[src/hpc_pkg.sv]
`default_nettype none
package hpc_pkg;

    localparam int FRAC_BITS      = 16;
    localparam int COUNT_INT_BITS = 24;
    localparam int AMT_W          = COUNT_INT_BITS + FRAC_BITS;
    localparam int PROP_W         = 48;
    localparam int MUL_A_W        = 64;
    localparam int MUL_B_W        = 48;
    localparam int MUL_P_W        = MUL_A_W + MUL_B_W;
    localparam int MUL_R_W        = 63;
    localparam int DIV_N_W        = 56;
    localparam int DIV_D_W        = 32;

    localparam logic [MUL_R_W-1:0] WIDE_LIM = 63'd4611686018427387904;
    localparam logic [MUL_R_W-1:0] PROP_LIM = 63'd140737488355327;

    localparam logic [2:0] OP_INIT   = 3'd0;
    localparam logic [2:0] OP_ADD    = 3'd1;
    localparam logic [2:0] OP_REMOVE = 3'd2;
    localparam logic [2:0] OP_EULER  = 3'd3;

    localparam logic [2:0] REG_BIRTH     = 3'd0;
    localparam logic [2:0] REG_DEATH     = 3'd1;
    localparam logic [2:0] REG_TURNOVER  = 3'd2;
    localparam logic [2:0] REG_MUTATION  = 3'd3;
    localparam logic [2:0] REG_MIGRATION = 3'd4;
    localparam logic [2:0] REG_CAPACITY  = 3'd5;
    localparam logic [2:0] REG_THRESHOLD = 3'd6;
    localparam logic [2:0] REG_INIT_CNT  = 3'd7;

    typedef struct packed {
        logic start;
        logic wide;
    } mul_ctl_t;

endpackage
`default_nettype wire

[src/hpc_serial_div.sv]
`default_nettype none
module hpc_serial_div (
    input  logic                        clk,
    input  logic                        rst_n,
    input  logic                        start,
    input  logic [hpc_pkg::DIV_N_W-1:0] dividend,
    input  logic [hpc_pkg::DIV_D_W-1:0] divisor,
    output logic                        done,
    output logic [hpc_pkg::DIV_N_W-1:0] quotient
);
    import hpc_pkg::*;

    logic [DIV_N_W-1:0] q_reg;
    logic [DIV_D_W-1:0] rem_reg;
    logic [DIV_D_W-1:0] d_reg;
    logic [5:0]         cnt_reg;
    logic               busy_reg;
    logic               fin_reg;
    logic [DIV_D_W:0]   r_sh;
    logic               fits;

    assign r_sh = {rem_reg, q_reg[DIV_N_W-1]};
    assign fits = r_sh >= {1'b0, d_reg};

    always_ff @(posedge clk or negedge rst_n)
    begin
        if (!rst_n)
        begin
            busy_reg <= 1'b0;
            fin_reg  <= 1'b0;
            cnt_reg  <= '0;
        end
        else
        begin
            fin_reg <= !start && busy_reg && (cnt_reg == 6'd1);
            if (start)
            begin
                busy_reg <= 1'b1;
                cnt_reg  <= 6'(DIV_N_W);
            end
            else if (busy_reg)
            begin
                cnt_reg <= cnt_reg - 6'd1;
                if (cnt_reg == 6'd1)
                begin
                    busy_reg <= 1'b0;
                end
            end
        end
    end

    // restoring division, one quotient bit per cycle
    always_ff @(posedge clk)
    begin
        if (start)
        begin
            q_reg   <= dividend;
            rem_reg <= '0;
            d_reg   <= divisor;
        end
        else if (busy_reg)
        begin
            q_reg   <= {q_reg[DIV_N_W-2:0], fits};
            rem_reg <= fits ? DIV_D_W'(r_sh - {1'b0, d_reg}) : r_sh[DIV_D_W-1:0];
        end
    end

    assign done     = fin_reg;
    assign quotient = q_reg;

endmodule
`default_nettype wire

[config.mk]
export PLATFORM = sky130hd
export DESIGN_NAME = hpc_serial_div
export DESIGN_NICKNAME = d
export VERILOG_FILES = /design/src/hpc_pkg.sv /design/src/hpc_serial_div.sv
export SDC_FILE = /design/constraint.sdc
export NUM_CORES = 1
export LEC_CHECK = 0
export BUFFER_PORTS_ARGS = -buffer_cell sky130_fd_sc_hd__buf_4
export CORE_MARGIN = 2
export CORE_UTILIZATION = 60
export DETAILED_ROUTE_END_ITERATION = 10
export GPL_TIMING_DRIVEN = 0
export PLACE_DENSITY = 0.86
export SLEW_MARGIN = 20
export SYNTH_ARGS = -nofsm -noshare
export SYNTH_HDL_FRONTEND = slang
export SYNTH_SLANG_ARGS = --single-unit
[constraint.sdc]
create_clock -name clk -period 7.38 [get_ports clk]
set_input_delay 0.738 -clock clk [delete_from_list [all_inputs] [get_ports clk]]
set_output_delay 0.738 -clock clk [all_outputs]
set_load 0.02 [all_outputs]
# Word level (Yosys, flattened, before mapping)
# Index checks and enable logic that the tools add are counted.
# W data, S select, Z words.
# word_totals
register_bits,128
in_bits,91
wordCells,22
# op_classes
eq_ne,1
n_reduce_logical,4
n_addsub,2
mux,8
order_cmp,1
# op_table
cell,count
$mux W56,2
$ge A33 B32 Y1,1
$mux W32,1
$sub A32 B32 Y32,1
$mux W6,2
$eq A6 B1 Y1 const B,1
$sub A6 B1 Y6 const B,1
$mux W1,3
$logic_and A1 B1 Y1,2
$reduce_bool A2 Y1,1
$logic_not A1 Y1,1

# Depth between registers and ports, before layout
# logic_depth
word_depth,4
ltp_mapped,14

# Worst setup path after synthesis
# OpenSTA, ideal clock, no wires.
# synth_timing
kind,register -> register
start,"register q_reg[55], in the netlist quotient[55]"
end,register rem_reg[30]
stages_incl_launch_ff,13
path_slack_ns,4.568
period_less_slack_ns,2.812
arrival_ns,2.742
setup_time_ns,0.070
path_cell_list,edfxtp_1 -> inv_1 -> ha_1 -> fa_1 -> nor2b_1 -> o21ai_0 -> a211oi_1 -> nor3_2 -> o41ai_4 -> o21ai_1 -> a211oi_1 -> o2111ai_1 -> a21oi_1
# synth_between
elab_chain_len,2
elab_cells_between_ends,3
classes_between,add/sub (1); order compare (1); mux (1)
# synth_rtl
item,line,rtl
"start, declared",hpc_serial_div.sv:13,logic [DIV_N_W-1:0] q_reg;
"start signal, assigned",hpc_serial_div.sv:57,q_reg <= dividend;
"start signal, assigned",hpc_serial_div.sv:63,"q_reg <= {q_reg[DIV_N_W-2:0], fits};"
$sub A32 B32 Y32 or $ge A33 B32 Y1 (tied branches),"hpc_serial_div.sv:64, hpc_serial_div.sv:23",
$mux W32 (*),hpc_serial_div.sv:64,"rem_reg <= fits ? DIV_D_W'(r_sh - {1'b0, d_reg}) : r_sh[DIV_D_W-1:0];"
"end signal, assigned",hpc_serial_div.sv:64,
"end, declared",hpc_serial_div.sv:14,logic [DIV_D_W-1:0] rem_reg;
# Every way passes the cells marked *; elsewhere a longest branch is shown, timed or not.
# A chain may end at the register's enable or synchronous reset.

# Final worst setup path
# Ends and elaborated chain as after synthesis.

==> metrics.md <==
| Metric | Value |
|---|---|
| Status | `finished with violations` |
| Failing checks | `DRC` |
| Crit Path Max Fanout | `4` |
| Mux cell area share after synthesis | `between 10% and 20%` |
| Peak supply drop | `0.229 mV` |
| Commonest cells after routing, fill and taps aside | `buf_4 (147), edfxtp_1 (88), nor2_1 (56)` |
| Post-synthesis sequential area ratio | `roughly half` |
| DRT iter0 DRCs | `around 450` |
| Worst path max stage delay | `480 ps` |
| Synth Area in Compound Gates | `14.7%` |
| Final total power | `~0.0021 W` |
| Crit-path slowest cell | `o41ai_4` |
| Die area | `0.0127 mm²` |
| Root buffer selected by CTS | `clkbuf_16` |
| Register clock-pin slew on the reported worst setup and hold paths | `approximately 60 ps` |
| CTS Buffer Depth | `2` |
| RePlAce Congestion | `between 0.9 and 1` |
| Sink Count | `about 130` |
| CP startpoint kind | `register` |
| Distinct cells, synth | `a little over 70` |
| Total GRT Usage | `a little under a third` |
| Via count | `roughly 5800` |
| Reg2Reg Depth | `12` |
| Most common library cell in the layout ignoring fill and taps | `buf_4` |
| Antenna Nets Post-Route | `0` |
| Seq cells post-synth | `128` |
| 1st-pass router iterations | `10` |
| Max-slew violations | `0` |
| Top_reg_cell synth | `edfxtp_1` |
| Final min period | `3250 ps` |
| Layout Utilization | `around four fifths` |
| Post-CTS Setup Bufs | `0` |
| Max reg flops | `56` |
| # IOs | `between 100 and 150` |
| Largest net degree at the start of global routing | `slightly below 60` |
| WS Path Type | `reg2reg` |
| H-tree level count | `4` |
| Fraction of registers with async set/reset | `roughly 6.3%` |
| Vias in the first global route | `roughly 6000` |
| Hold slack | `101 ps` |
| Simple-gate portion of the synthesized area | `10.3%` |
| Lkg Pwr | `about 3.9 nW` |
| Fin. Hold Viols | `0` |
| Mapped cell area | `about 0.0071 mm²` |
| Critical-path cell list | `inv_1 -> ha_1 -> fa_1 -> nor2b_1 -> o21ai_0 -> a211oi_1 -> nor3_2 -> o41ai_4 -> o21ai_1 -> a211oi_1 -> o2111ai_1 -> a21oi_1` |
| Port Buf Inserts | `147` |
| Slew headroom | `between 40% and 50%` |
| RSZ-0062 raised after global routing | `false` |
| Setup WS pre-CTS | `roughly 4200 ps` |
| TritonCTS clock tree | `built` |
| Setup crit end kind | `register` |
| Hold Buf Count CTS | `0` |
| Total Wirelength | `slightly below 20 mm` |
| Clock Latency Late Sink | `440 ps` |
| First-pass GRT wire length | `about 31 mm` |
| Arrival time at the worst endpoint | `between 3000 and 4000 ps` |
| Drt via density | `between 6 and 7` |
| Cell mode on critical path | `a211oi_1` |
| Critical Path RT | `7740 ps` |
| Fillcell total | `684` |
| Row count | `39` |
| Initial Util | `roughly three fifths` |
| Synth Area in Adders | `6.26%` |
| Hpwl dp | `between 10 and 15 mm` |
| Largest family of logic cells by synthesized area | `compound AO/OA/AOI/OAI gates` |
| Worst-Margin Slew | `806 ps` |
| Post-CTS Resized | `0` |
| Area grow syn2layout | `27.2%` |
| Syn Inst Count | `~640` |
| Core box area | `between 0.01 and 0.015 mm²` |
| Power Dens Cells | `between 200 and 250 mW/mm²` |
| Fmax | `just over 0.3 GHz` |
| Fin Setup TNS | `0 ps` |
| DRC Markers | `2` |
| Congestion Overflow GR | `0` |
| Nets | `a little over 900` |
| # diodes | `0` |
| Maxcap violations | `0` |
| Final period util | `44.0%` |
| Die H | `roughly 110 µm` |
| Xor/xnor share of the synthesized area | `3.32%` |
| Setup violators final | `0` |
| Syn avg cell area | `~11 µm²` |
| Total CTS buffers | `17` |
| Synthesis Warnings | `0` |
| Setup WS post-layout | `4130 ps` |
| Worst clock skew | `25.7 ps` |
| Layout cells sized above 1 | `roughly a third` |
| Die X | `113 µm` |
| Post-synth EDFFs | `88` |
| Routed wire per std cell | `roughly 20 µm` |
| Syn_nets | `about 770` |
| Worst hold path type | `in2async` |
| Antenna violations before repair | `0` |
-- metrics by stage --
| stage | area (µm²) | std cells |
|---|---|---|
| detailed placement | 8400 | 932 |
| finish | 9050 | 964 |
| global route | 9050 | 964 |
| CTS | 9050 | 964 |
| global placement | 8400 | 932 |
| floorplan | 7110 | 642 |
-- layout make-up --
cell class              instances  area (µm²)  area share [%]
plain buffers                  33         176            1.95
clock buffers                  19         443            4.89
clock inverters                13         209            2.31
inverters                      43         161            1.78
multi-input cells             438        3290            36.4
flip-flops and latches        128        3480            38.5
well taps                     143         179            1.98
repair buffers                147        1100            12.2
-- path summary, 6_finish.rpt --
path | start | to | slack (ps)
max in group asynchronous | rst_n | busy_reg$_DFF_PN0_ | 7150
setup / recovery | quotient[55]$_DFFE_PP_ | rem_reg[30]$_SDFFE_PP0P_ | 4130
min in group clk | divisor[4] | d_reg[4]$_DFFE_PP_ | 470
hold / removal | rst_n | done$_DFF_PN0_ | 100
setup reg to reg | quotient[55]$_DFFE_PP_ | rem_reg[30]$_SDFFE_PP0P_ | 4130
hold reg to reg | rem_reg[8]$_SDFFE_PP0P_ | rem_reg[8]$_SDFFE_PP0P_ | 500
-- synthesized netlist by cell type, types with 4 or more instances --
| master | count | area, µm² |
|---|---|---|
| a211oi_1 | 28 | 210 |
| a21o_1 | 14 | 105 |
| a21oi_1 | 32 | 160 |
| a311oi_1 | 6 | 52.6 |
| a41oi_1 | 5 | 43.8 |
| and3_1 | 5 | 31.3 |
| buf_1 | 5 | 18.8 |
| buf_2 | 7 | 35.0 |
| clkbuf_1 | 18 | 67.6 |
| dfrtp_1 | 8 | 200 |
| dfxtp_1 | 32 | 641 |
| edfxtp_1 | 88 | 2640 |
| ha_1 | 34 | 425 |
| inv_1 | 42 | 158 |
| mux2_2 | 55 | 619 |
| mux2i_1 | 21 | 210 |
| nand2_1 | 37 | 139 |
| nand2b_1 | 5 | 31.3 |
| nand3_1 | 12 | 60.1 |
| nand4_1 | 4 | 25.0 |
| nor2_1 | 56 | 210 |
| nor3_1 | 6 | 30.0 |
| nor3b_1 | 4 | 30.0 |
| o21a_1 | 6 | 45.0 |
| o21ai_0 | 13 | 65.1 |
| o21ai_1 | 13 | 65.1 |
| xnor2_1 | 17 | 149 |
| xor2_1 | 10 | 87.6 |
-- cell families after synthesis --
family	Yosys count
compound gates	149
xor+xnor	27
fa+ha+maj	35
buf+inv	76
flops	128
mux	76
simple gates	151
-- worst max-delay path: cells and delay by family, from the launching register on --
family | cells | cell delay [ps]
AO/OA/AOI/OAI | 7 | 1740
adder cells (fa/ha/maj) | 2 | 630
buffers and inverters | 1 | 70
flip-flops | 1 | 410
AND/OR/NAND/NOR | 2 | 320
-- power by group --
group / switching [W] / total, W / leakage [nW] / internal, W
logic: 0.000157 / 0.000295 / 2.34 / 0.000138
clock network: 0.000335 / 0.000944 / 0.315 / 0.000609
registers: 0.0000331 / 0.000860 / 1.26 / 0.000827
total: 0.000525 / 0.00210 / 3.91 / 0.00158
-- layer usage --
layer,global-route usage [%],wire [µm],up-vias
li1,-,-,2714
met5,0,0,-
met4,11.2,381,0
met2,55.6,10100,253
met3,11.2,1630,39
met1,34.3,7310,2819
No activity file was read; power rests on OpenSTA's default activity.
