## src/hpc_pkg.sv

```systemverilog
`default_nettype none
package hpc_pkg;

    localparam int FRAC_BITS      = 16;
    localparam int COUNT_INT_BITS = 24;
    localparam int AMT_W          = COUNT_INT_BITS + FRAC_BITS;
    localparam int PROP_W         = 48;
    localparam int MUL_A_W        = 64;
    localparam int MUL_B_W        = 48;
    localparam int MUL_P_W        = MUL_A_W + MUL_B_W;
    localparam int MUL_R_W        = 63;
    localparam int DIV_N_W        = 56;
    localparam int DIV_D_W        = 32;

    localparam logic [MUL_R_W-1:0] WIDE_LIM = 63'd4611686018427387904;
    localparam logic [MUL_R_W-1:0] PROP_LIM = 63'd140737488355327;

    localparam logic [2:0] OP_INIT   = 3'd0;
    localparam logic [2:0] OP_ADD    = 3'd1;
    localparam logic [2:0] OP_REMOVE = 3'd2;
    localparam logic [2:0] OP_EULER  = 3'd3;

    localparam logic [2:0] REG_BIRTH     = 3'd0;
    localparam logic [2:0] REG_DEATH     = 3'd1;
    localparam logic [2:0] REG_TURNOVER  = 3'd2;
    localparam logic [2:0] REG_MUTATION  = 3'd3;
    localparam logic [2:0] REG_MIGRATION = 3'd4;
    localparam logic [2:0] REG_CAPACITY  = 3'd5;
    localparam logic [2:0] REG_THRESHOLD = 3'd6;
    localparam logic [2:0] REG_INIT_CNT  = 3'd7;

    typedef struct packed {
        logic start;
        logic wide;
    } mul_ctl_t;

endpackage
`default_nettype wire

```

## src/hpc_serial_mul.sv

```systemverilog
`default_nettype none
module hpc_serial_mul (
    input  logic                      clk,
    input  logic                      rst_n,
    input  hpc_pkg::mul_ctl_t         ctl,
    input  logic [hpc_pkg::MUL_A_W-1:0] a,
    input  logic [hpc_pkg::MUL_B_W-1:0] b,
    output logic                      done,
    output logic [hpc_pkg::MUL_R_W-1:0] res
);
    import hpc_pkg::*;

    logic [MUL_P_W-1:0] acc_reg;
    logic [MUL_A_W-1:0] a_reg;
    logic               wide_reg;
    logic [5:0]         cnt_reg;
    logic               busy_reg;
    logic               fin_reg;
    logic [MUL_A_W:0]   sum;
    logic [MUL_P_W-FRAC_BITS-1:0] p16;
    logic [MUL_R_W-1:0] lim;
    logic               over;

    // one multiplier bit per cycle, product shifts right into the low half
    assign sum = {1'b0, acc_reg[MUL_P_W-1:MUL_B_W]} + (acc_reg[0] ? {1'b0, a_reg}
                                                                 : {(MUL_A_W+1){1'b0}});

    always_ff @(posedge clk or negedge rst_n)
    begin
        if (!rst_n)
        begin
            busy_reg <= 1'b0;
            fin_reg  <= 1'b0;
            cnt_reg  <= '0;
        end
        else
        begin
            fin_reg <= !ctl.start && busy_reg && (cnt_reg == 6'd1);
            if (ctl.start)
            begin
                busy_reg <= 1'b1;
                cnt_reg  <= 6'(MUL_B_W);
            end
            else if (busy_reg)
            begin
                cnt_reg <= cnt_reg - 6'd1;
                if (cnt_reg == 6'd1)
                begin
                    busy_reg <= 1'b0;
                end
            end
        end
    end

    always_ff @(posedge clk)
    begin
        if (ctl.start)
        begin
            acc_reg  <= {{MUL_A_W{1'b0}}, b};
            a_reg    <= a;
            wide_reg <= ctl.wide;
        end
        else if (busy_reg)
        begin
            acc_reg <= {sum, acc_reg[MUL_B_W-1:1]};
        end
    end

    assign p16  = acc_reg[MUL_P_W-1:FRAC_BITS];
    assign lim  = wide_reg ? WIDE_LIM : PROP_LIM;
    assign over = (|p16[MUL_P_W-FRAC_BITS-1:MUL_R_W]) || (p16[MUL_R_W-1:0] > lim);
    assign res  = over ? lim : p16[MUL_R_W-1:0];
    assign done = fin_reg;

endmodule
`default_nettype wire

```

## config.mk

```make
export PLATFORM = sky130hd
export DESIGN_NAME = hpc_serial_mul
export DESIGN_NICKNAME = d
export VERILOG_FILES = /design/src/hpc_pkg.sv /design/src/hpc_serial_mul.sv
export SDC_FILE = /design/constraint.sdc
export NUM_CORES = 1
export LEC_CHECK = 0
export BUFFER_PORTS_ARGS = -buffer_cell sky130_fd_sc_hd__buf_2
export CORE_MARGIN = 2
export CORE_UTILIZATION = 45
export CTS_CLUSTER_DIAMETER = 100
export CTS_CLUSTER_SIZE = 20
export DETAILED_ROUTE_END_ITERATION = 12
export PLACE_DENSITY = 0.76
export SLEW_MARGIN = 10
export SYNTH_ARGS = -nofsm -noshare
export SYNTH_HDL_FRONTEND = slang
export SYNTH_SLANG_ARGS = --single-unit
```

## constraint.sdc

```tcl
create_clock -name clk -period 4.3 [get_ports clk]
set_input_delay 0.86 -clock clk [delete_from_list [all_inputs] [get_ports clk]]
set_output_delay 0.86 -clock clk [all_outputs]
set_load 0.01 [all_outputs]
```

* Word-level counts from Yosys, hierarchy flattened
Index checks and enable logic that the tools add are counted.
** Storage, ports and cells
- Logic and storage cells :: 27
- Output and inout bits :: 64
- Input port bits :: 116
- Flip-flop bits (word level) :: 185
** Operators by class
- $lt $le $gt $ge :: 1
- Muxes and demuxes :: 10
- Add/subtract/negate cells :: 2
- Equality and inequality tests :: 1
- Reductions and logical operators :: 6
** Operators with widths (count)
- 2-to-1 mux 63 bit :: 2
- 2-to-1 mux 48 bit :: 2
- adder 64 x 64 -> 65 bit :: 1
- 2-to-1 mux 64 bit :: 1
- greater-than comparator 63 bit :: 1
- OR reduction 33 bit :: 1
- 2-to-1 mux 6 bit :: 2
- equality test 6 x 1 -> 1 bit, second input constant :: 1
- subtractor 6 x 1 -> 6 bit, second input constant :: 1
- 2-to-1 mux 1 bit :: 3
- logical AND 1 bit :: 2
- nonzero test 2 bit :: 1
- logical NOT 1 bit :: 1
- logical OR 1 bit :: 1

* Depth between registers and ports, before layout
Gate-level depths: netlist (run 1).
- Word-level depth :: 4
- Gate-level depth with buffers :: 14
- Mapped depth without buffers :: 12

* Worst setup path before layout (run 1)
No wires, ideal clock.
- Path type :: reg2out
- From :: register wide_reg
- To :: output res[43] (netlist name)
- Arrival :: 3.690 ns
- Setup slack :: -0.250 ns
- Buffers on the path :: 2
- Stages on the path, launching flop included :: 12
- Required time :: 3.440 ns
- Cell sequence :: edfxtp_1 -> clkinv_1 -> clkbuf_1 -> ha_1 -> nand3_1 -> nor2_1 -> nand4_1 -> and2b_1 -> o211ai_1 -> a31oi_4 -> buf_4 -> mux2_2
** Between the ends
- Cells in the longest elaborated chain, start to end :: 4
** RTL lines
- from (decl) :: RTL line hpc_serial_mul.sv:15 : logic wide_reg;
- from (signal assigned) :: RTL line hpc_serial_mul.sv:61 : wide_reg <= ctl.wide;
- 2-to-1 mux 63 bit * :: RTL line hpc_serial_mul.sv:70 : assign lim = wide_reg ? WIDE_LIM : PROP_LIM;
- greater-than comparator 63 bit :: RTL line hpc_serial_mul.sv:71 : assign over = (|p16[MUL_P_W-FRAC_BITS-1:MUL_R_W]) || (p16[MUL_R_W-1:0] > lim);
- logical OR 1 bit :: RTL line hpc_serial_mul.sv:71
- 2-to-1 mux 63 bit * :: RTL line hpc_serial_mul.sv:72 : assign res = over ? lim : p16[MUL_R_W-1:0];
- to (decl) :: RTL line hpc_serial_mul.sv:9 : output logic [hpc_pkg::MUL_R_W-1:0] res
Mark *: on every way between the ends. The rest lies on a longest branch, timed or not.

* Worst setup path in the final report (run 1)
- From :: register wide_reg
- To :: output res[44] (netlist name)
Same word-level chain as after synthesis.

==> qor.yml, run 1 <==
slowest_stage: "edfxtp_1"
synth-warning-count: 0
insertion_delay_ns: 0.45
fp.dieH_microns: 170.6
slew_headroom: 0.4376
cts_buffers: 17
syn_to_final_growth_pct: 21.70
endpoint_kind: "output port"
die_x_microns: 170.6
startpoint: "wide_reg"
synth-edff-count: 113
grt_pass1_vias: 10160
drtAntennaViolNets: 0
hp-class: "in2async"
drc_errors: 0
fin_crit_ns: 4.397
leakagePower_uw: 0.006804
ioPinCount: 180
synth_top_area_share: 0.2716
htree_levels: 4
root_buffer: "clkbuf_16"
rsz0062_at_grt: "yes"
r2r-end: "acc_reg[104]"
synth_cell_type_count: 73
synth-seq-area-share: 0.3902
crit_fanout: 25
core_area_sq_um: 27100
placed_area_sq_um: 13920
wire_per_inst_microns: 18.68
required_ns: 3.44
start_util: 0.4609
synth_most_common_cell: "ha_1"
synth_nets: 1493
reg2regPathDepth: 15
first_iter_violations: 851
crit_path_end: "res[44]"
fmax_mhz: 227.4
p_total_uw: 6330
overflow: 0
max_stage_delay_ns: 0.40
dr.pass1.iters: 6
power_density_nw_per_um2: 416.3
cp.arrival_ns: 3.54
synth_area_leader_cell: "edfxtp_1"
r2r_slack_ns: 0.52
gp_congestion: 0.9157
numClockSinks: 185
cap_viol_max_count: 0
io_buffers: 179
synth-seq-cells: 185
hold_viol: 0
failed_checks: "setup timing"
nets: 1689
netlist_instances: 1262
clkSlewWorstSetupHoldPaths_ns: 0.08
worstPathCellList: "buf_6 > buf_6 > ha_1 > nand4_1 > nor2_2 > nand4_1 > and2b_1 > o211ai_1 > a31oi_4 > buf_12 > buf_16 > buf_6 > mux2i_1 > buf_2"
layout-drive-gt1-share: 0.2699
largest_reg_flops: 112
cp_num_cells: 14
stdcell_area_sq_um: 15200
avgSynthCellArea_sq_um: 9.899
async_flop_share: 0.04324
crit_type: "reg2out"
antenna_found_initial: 1
tightest_slew_ns: 0.8436
worst-path-buf-inv: 6
grt_start_max_net_pins: 86
cts_max_path_buffers: 2
filler_cell_count: 2312
finalCritPeriodShare: 1.022
synth_area_leaders: "edfxtp_1 (27%), ha_1 (11%), dfxtp_1 (10%)"
synth_area_sq_um: 12490
setup_viol: 36
cpLargestDelayFamily: "buffers and inverters"
die_area_sq_um: 29110
grt.total_usage: 0.2250
vdd_drop_max_uv: 201.5
viasPerCell: 5.728
r2r-start: "acc_reg[0]"
slew_viol_final: 0
hpwlAfterDp_mm: 23.78
cts_tree: "built"
setup_ws_ns: -0.09670
grt_pass1_wl_mm: 52.17
outcome: "finished with violations"
ys.flop_type: "edfxtp_1"
cp-start-kind: "register"
routed_wl_mm: 34.44
vias: 10560
cp_common_cell: "buf_6"
fin_skew_ns: 0.01411
core.rowCount: 60
ys_top_cells_by_count: "ha_1 (114), edfxtp_1 (113), a21oi_1 (98)"
worst min-delay path by stage:
stage,end,from,slack (ns)
final,cnt_reg[3],rst_n,0.25
after global routing,busy_reg,rst_n,0.25
after CTS,busy_reg,rst_n,0.25
after detailed placement,acc_reg[90],acc_reg[90],0.47
after global placement,acc_reg[90],acc_reg[90],0.47
after floorplan,acc_reg[91],acc_reg[91],0.44
final cells by class:
cell class	instances	area (sq um)	share of cell area
Multi-Input combinational cell	989	7483	0.4922
Inverter	31	117.6	0.007736
Sequential cell	185	4875	0.3206
Clock inverter	15	156.4	0.01029
Clock buffer	17	425.4	0.02798
Antenna cell	1	2.502	0.0001646
Timing Repair Buffer	234	1678	0.1104
Tap cell	372	465.4	0.03061
report_power, final:
group	total [uW]	internal, uW	switching, uW
clock network	1590	778	807
registers	2460	2180	285
logic	2280	1010	1270
total	6330	3970	2360
routing by layer:
metal  GRT usage  vias to the layer above  part of all wire
met5           0                        -                 0
met4     0.06912                        0             0.017
met3     0.02591                       42             0.051
met2      0.3719                      377              0.47
met1      0.3093                     5027              0.46
li1            -                     5117                 -
cells in the final DEF (no fill, tap or decap), types with 12 or more instances in the layout:
cell,instances
a211oi_1,12
a21o_1,60
a21oi_1,95
and2_1,79
buf_2,151
buf_4,39
buf_6,33
clkbuf_16,21
dfxtp_1,64
edfxtp_1,113
ha_1,104
inv_1,29
mux2_2,78
mux2_4,15
mux2i_1,26
nand2_1,89
nand3_1,18
nand4_1,30
nor2_1,86
nor3_1,20
nor4_1,18
o211ai_1,13
o21ai_0,57
o21bai_1,17
xnor2_1,28
xor2_1,23
cells by family (layout without fill, tap and decap cells):
family	count (synthesis)	count (layout)	share of synthesized area
AND/OR/NAND/NOR	380	380	0.1544
buffers and inverters	88	297	0.02955
other	0	1	0
AO/OA/AOI/OAI	324	324	0.1696
multiplexers	119	119	0.1047
XOR/XNOR	51	51	0.03576
flip-flops	185	185	0.3902
adder cells (fa/ha/maj)	115	115	0.1158
repair_timing:
action / 4_1_cts / 5_1_grt
hold buffers: 0 / 0
buffers inserted: 4 / 8
pin swaps: 3 / 16
gates resized for setup: 5 / 71
gates cloned: 3 / 5
setup endpoints to repair: 50 / 63
metrics by stage:
step                instances  setup TNS [ns]  setup slack [ns]  hold slack [ns]  utilization
floorplan                1262         -0.6543          -0.01602           0.4447            -
global placement         1792               0            0.3700           0.4665       0.5138
detailed placement       1792               0            0.2408           0.4736       0.5138
CTS                      1831          -1.706          -0.07541           0.2495       0.5407
global route             1844          -8.772           -0.1994           0.2526       0.5610
finish                   1844          -1.288          -0.09670           0.2530       0.5610
(Power assumes the default switching activity.)
==> inputs of run 2 (changes only) <==
--- a/config.mk
+++ b/config.mk
@@ -7,11 +7,11 @@
 export LEC_CHECK = 0
 export BUFFER_PORTS_ARGS = -buffer_cell sky130_fd_sc_hd__buf_2
 export CORE_MARGIN = 2
-export CORE_UTILIZATION = 45
+export CORE_UTILIZATION = 53
 export CTS_CLUSTER_DIAMETER = 100
 export CTS_CLUSTER_SIZE = 20
 export DETAILED_ROUTE_END_ITERATION = 12
-export PLACE_DENSITY = 0.76
+export PLACE_DENSITY = 0.86
 export SLEW_MARGIN = 10
 export SYNTH_ARGS = -nofsm -noshare
 export SYNTH_HDL_FRONTEND = slang
==> run 2 against run 1 <==
Compared with the run above: critical path depth up 1; global-route usage is 3.9 points higher; the flow still finishes with violations (setup timing); via count rose by 4.0%; sequential share of layout area about the same; core utilization rose by 9.1 points; largest power group unchanged; non-clock buffer count is 15 lower; largest cell class unchanged; maximum frequency shrank 5.4%; sequential power barely moved; critical endpoint is now res[30]; final cell count fell by 3.7%.
==> qor.yml, run 2 (synthesis results as in run 1) <==
outcome: "finished with violations"
failed_checks: "setup timing"
whs_ns: 0.2522
power_density_nw_per_um2: 422.1
gp_congestion: 0.9315
cts_hold_buf: 0
finalCritPeriodShare: 1.081
hpwlAfterDp_mm: 23.70
mostFrequentLayoutCells: "buf_2 (136), edfxtp_1 (113), ha_1 (100), a21oi_1 (93), nand2_1 (89)"
grt.total_usage: 0.2639
reg2regPathDepth: 13
startpoint: "wide_reg"
cts_tree: "built"
fp.dieH_microns: 157.5
core.rowCount: 56
fin_crit_ns: 4.648
placed_area_sq_um: 13710
start_util: 0.5354
grt_start_max_net_pins: 78
tightest_slew_ns: 1.105
insertion_delay_ns: 0.46
endpoint_kind: "output port"
antenna_found_initial: 1
nets: 1674
first_iter_violations: 1261
r2r-start: "acc_reg[0]"
die_area_sq_um: 24810
drtAntennaViolNets: 0
ioPinCount: 180
die_x_microns: 157.5
wire_per_inst_microns: 20.82
layout-drive-gt1-share: 0.2644
cts_max_path_buffers: 2
core_area_sq_um: 23330
root_buffer: "clkbuf_16"
final_common_cell: "buf_2"
cp.arrival_ns: 3.79
cap_viol_max_count: 0
clkSlewWorstSetupHoldPaths_ns: 0.08
crit_type: "reg2out"
rsz0062_at_grt: "yes"
vdd_drop_max_uv: 289.6
setup_tns_ns: -16.40
cts_buffers: 17
routed_wl_mm: 36.97
largest_reg_flops: 112
required_ns: 3.44
slew_headroom: 0.2632
hp-class: "in2async"
fmax_mhz: 215.1
crit_path_end: "res[30]"
leakagePower_uw: 0.006814
setup_viol: 63
r2r_slack_ns: 0.42
setup_ws_ns: -0.3485
crit_fanout: 12
grt_pass1_vias: 10170
syn_to_final_growth_pct: 21.80
dr.pass1.iters: 7
slew_viol_final: 0
viasPerCell: 6.186
cp-start-kind: "register"
drc_errors: 0
stdcell_area_sq_um: 15220
r2r-end: "acc_reg[109]"
overflow: 0
grt_pass1_wl_mm: 51.75
fin_skew_ns: 0.01698
vias: 10990
io_buffers: 179
hold_viol: 0
htree_levels: 4
filler_cell_count: 1756
numClockSinks: 185
## run 2: cell count changes in the layout (fill, tap and decap cells not counted), sizes merged
cell | before | now
clkinvlp | 1 | 2
bufinv | 0 | 1
inv | 37 | 36
clkinv | 8 | 7
buf | 230 | 215
## run 2: critical path: stages (launching register included)
cell      delay, ns
edfxtp_1       0.54
buf_4          0.21
buf_4          0.15
ha_1           0.17
a21o_1         0.18
a21o_1         0.19
a21oi_1        0.21
o21ai_1        0.14
a21o_1         0.19
a21oi_2        0.15
o221ai_2       0.15
a31oi_4        0.20
buf_6          0.18
buf_12         0.17
mux2_2         0.34
buf_2          0.14
## run 2: cell type report
class	instances	area, sq um	area share
clock inverter	15	143.9	0.009456
clock buffer	17	425.4	0.02796
antenna	1	2.502	0.0001645
inverter	31	117.6	0.007730
multi-input combinational	989	7614	0.5004
tap	319	399.1	0.02623
sequential	185	4875	0.3204
timing repair buffer	219	1639	0.1077
## run 2: worst min-delay path by stage
stage	from	cells after the start	slack, ns	endpoint
CTS	rst_n	1	0.25	done
floorplan	acc_reg[91]	2	0.44	acc_reg[91]
finish	rst_n	1	0.25	done
global route	rst_n	1	0.26	done
detailed placement	acc_reg[90]	2	0.47	acc_reg[90]
global placement	acc_reg[90]	2	0.47	acc_reg[90]
## run 2: where the power goes
part	internal, uW	total (uW)	switching (uW)
Sequential	2180	2490	314
Combinational	1030	2350	1320
Clock	813	1590	772
Total	4020	6420	2410
## run 2: per-layer routing
metal	wire length, microns	vias to the layer above	track usage
met4	1635	0	0.1186
met2	17700	547	0.4329
li1	-	5065	-
met5	0	-	0
met3	2323	119	0.03800
met1	15310	5255	0.3464
## run 2: what timing repair did
item                                   4_1_cts  5_1_grt
gates resized for setup                     12      123
pin swaps                                    5       15
buffers inserted                             9        9
setup endpoints to repair                   60       63
gates cloned                                 2        5
endpoints found under the hold margin        0        0
## run 2: stage by stage
stage / cells / setup WS [ns] / utilization / power [uW]
finish: 1776 / -0.3485 / 0.6521 / 6423
global route: 1776 / -0.3680 / 0.6521 / 6729
CTS: 1766 / -0.05421 / 0.6202 / 6139
detailed placement: 1723 / 0.04733 / 0.5877 / 4564
global placement: 1723 / 0.2057 / 0.5877 / 4485
floorplan: 1262 / -0.01602 / - / 3950
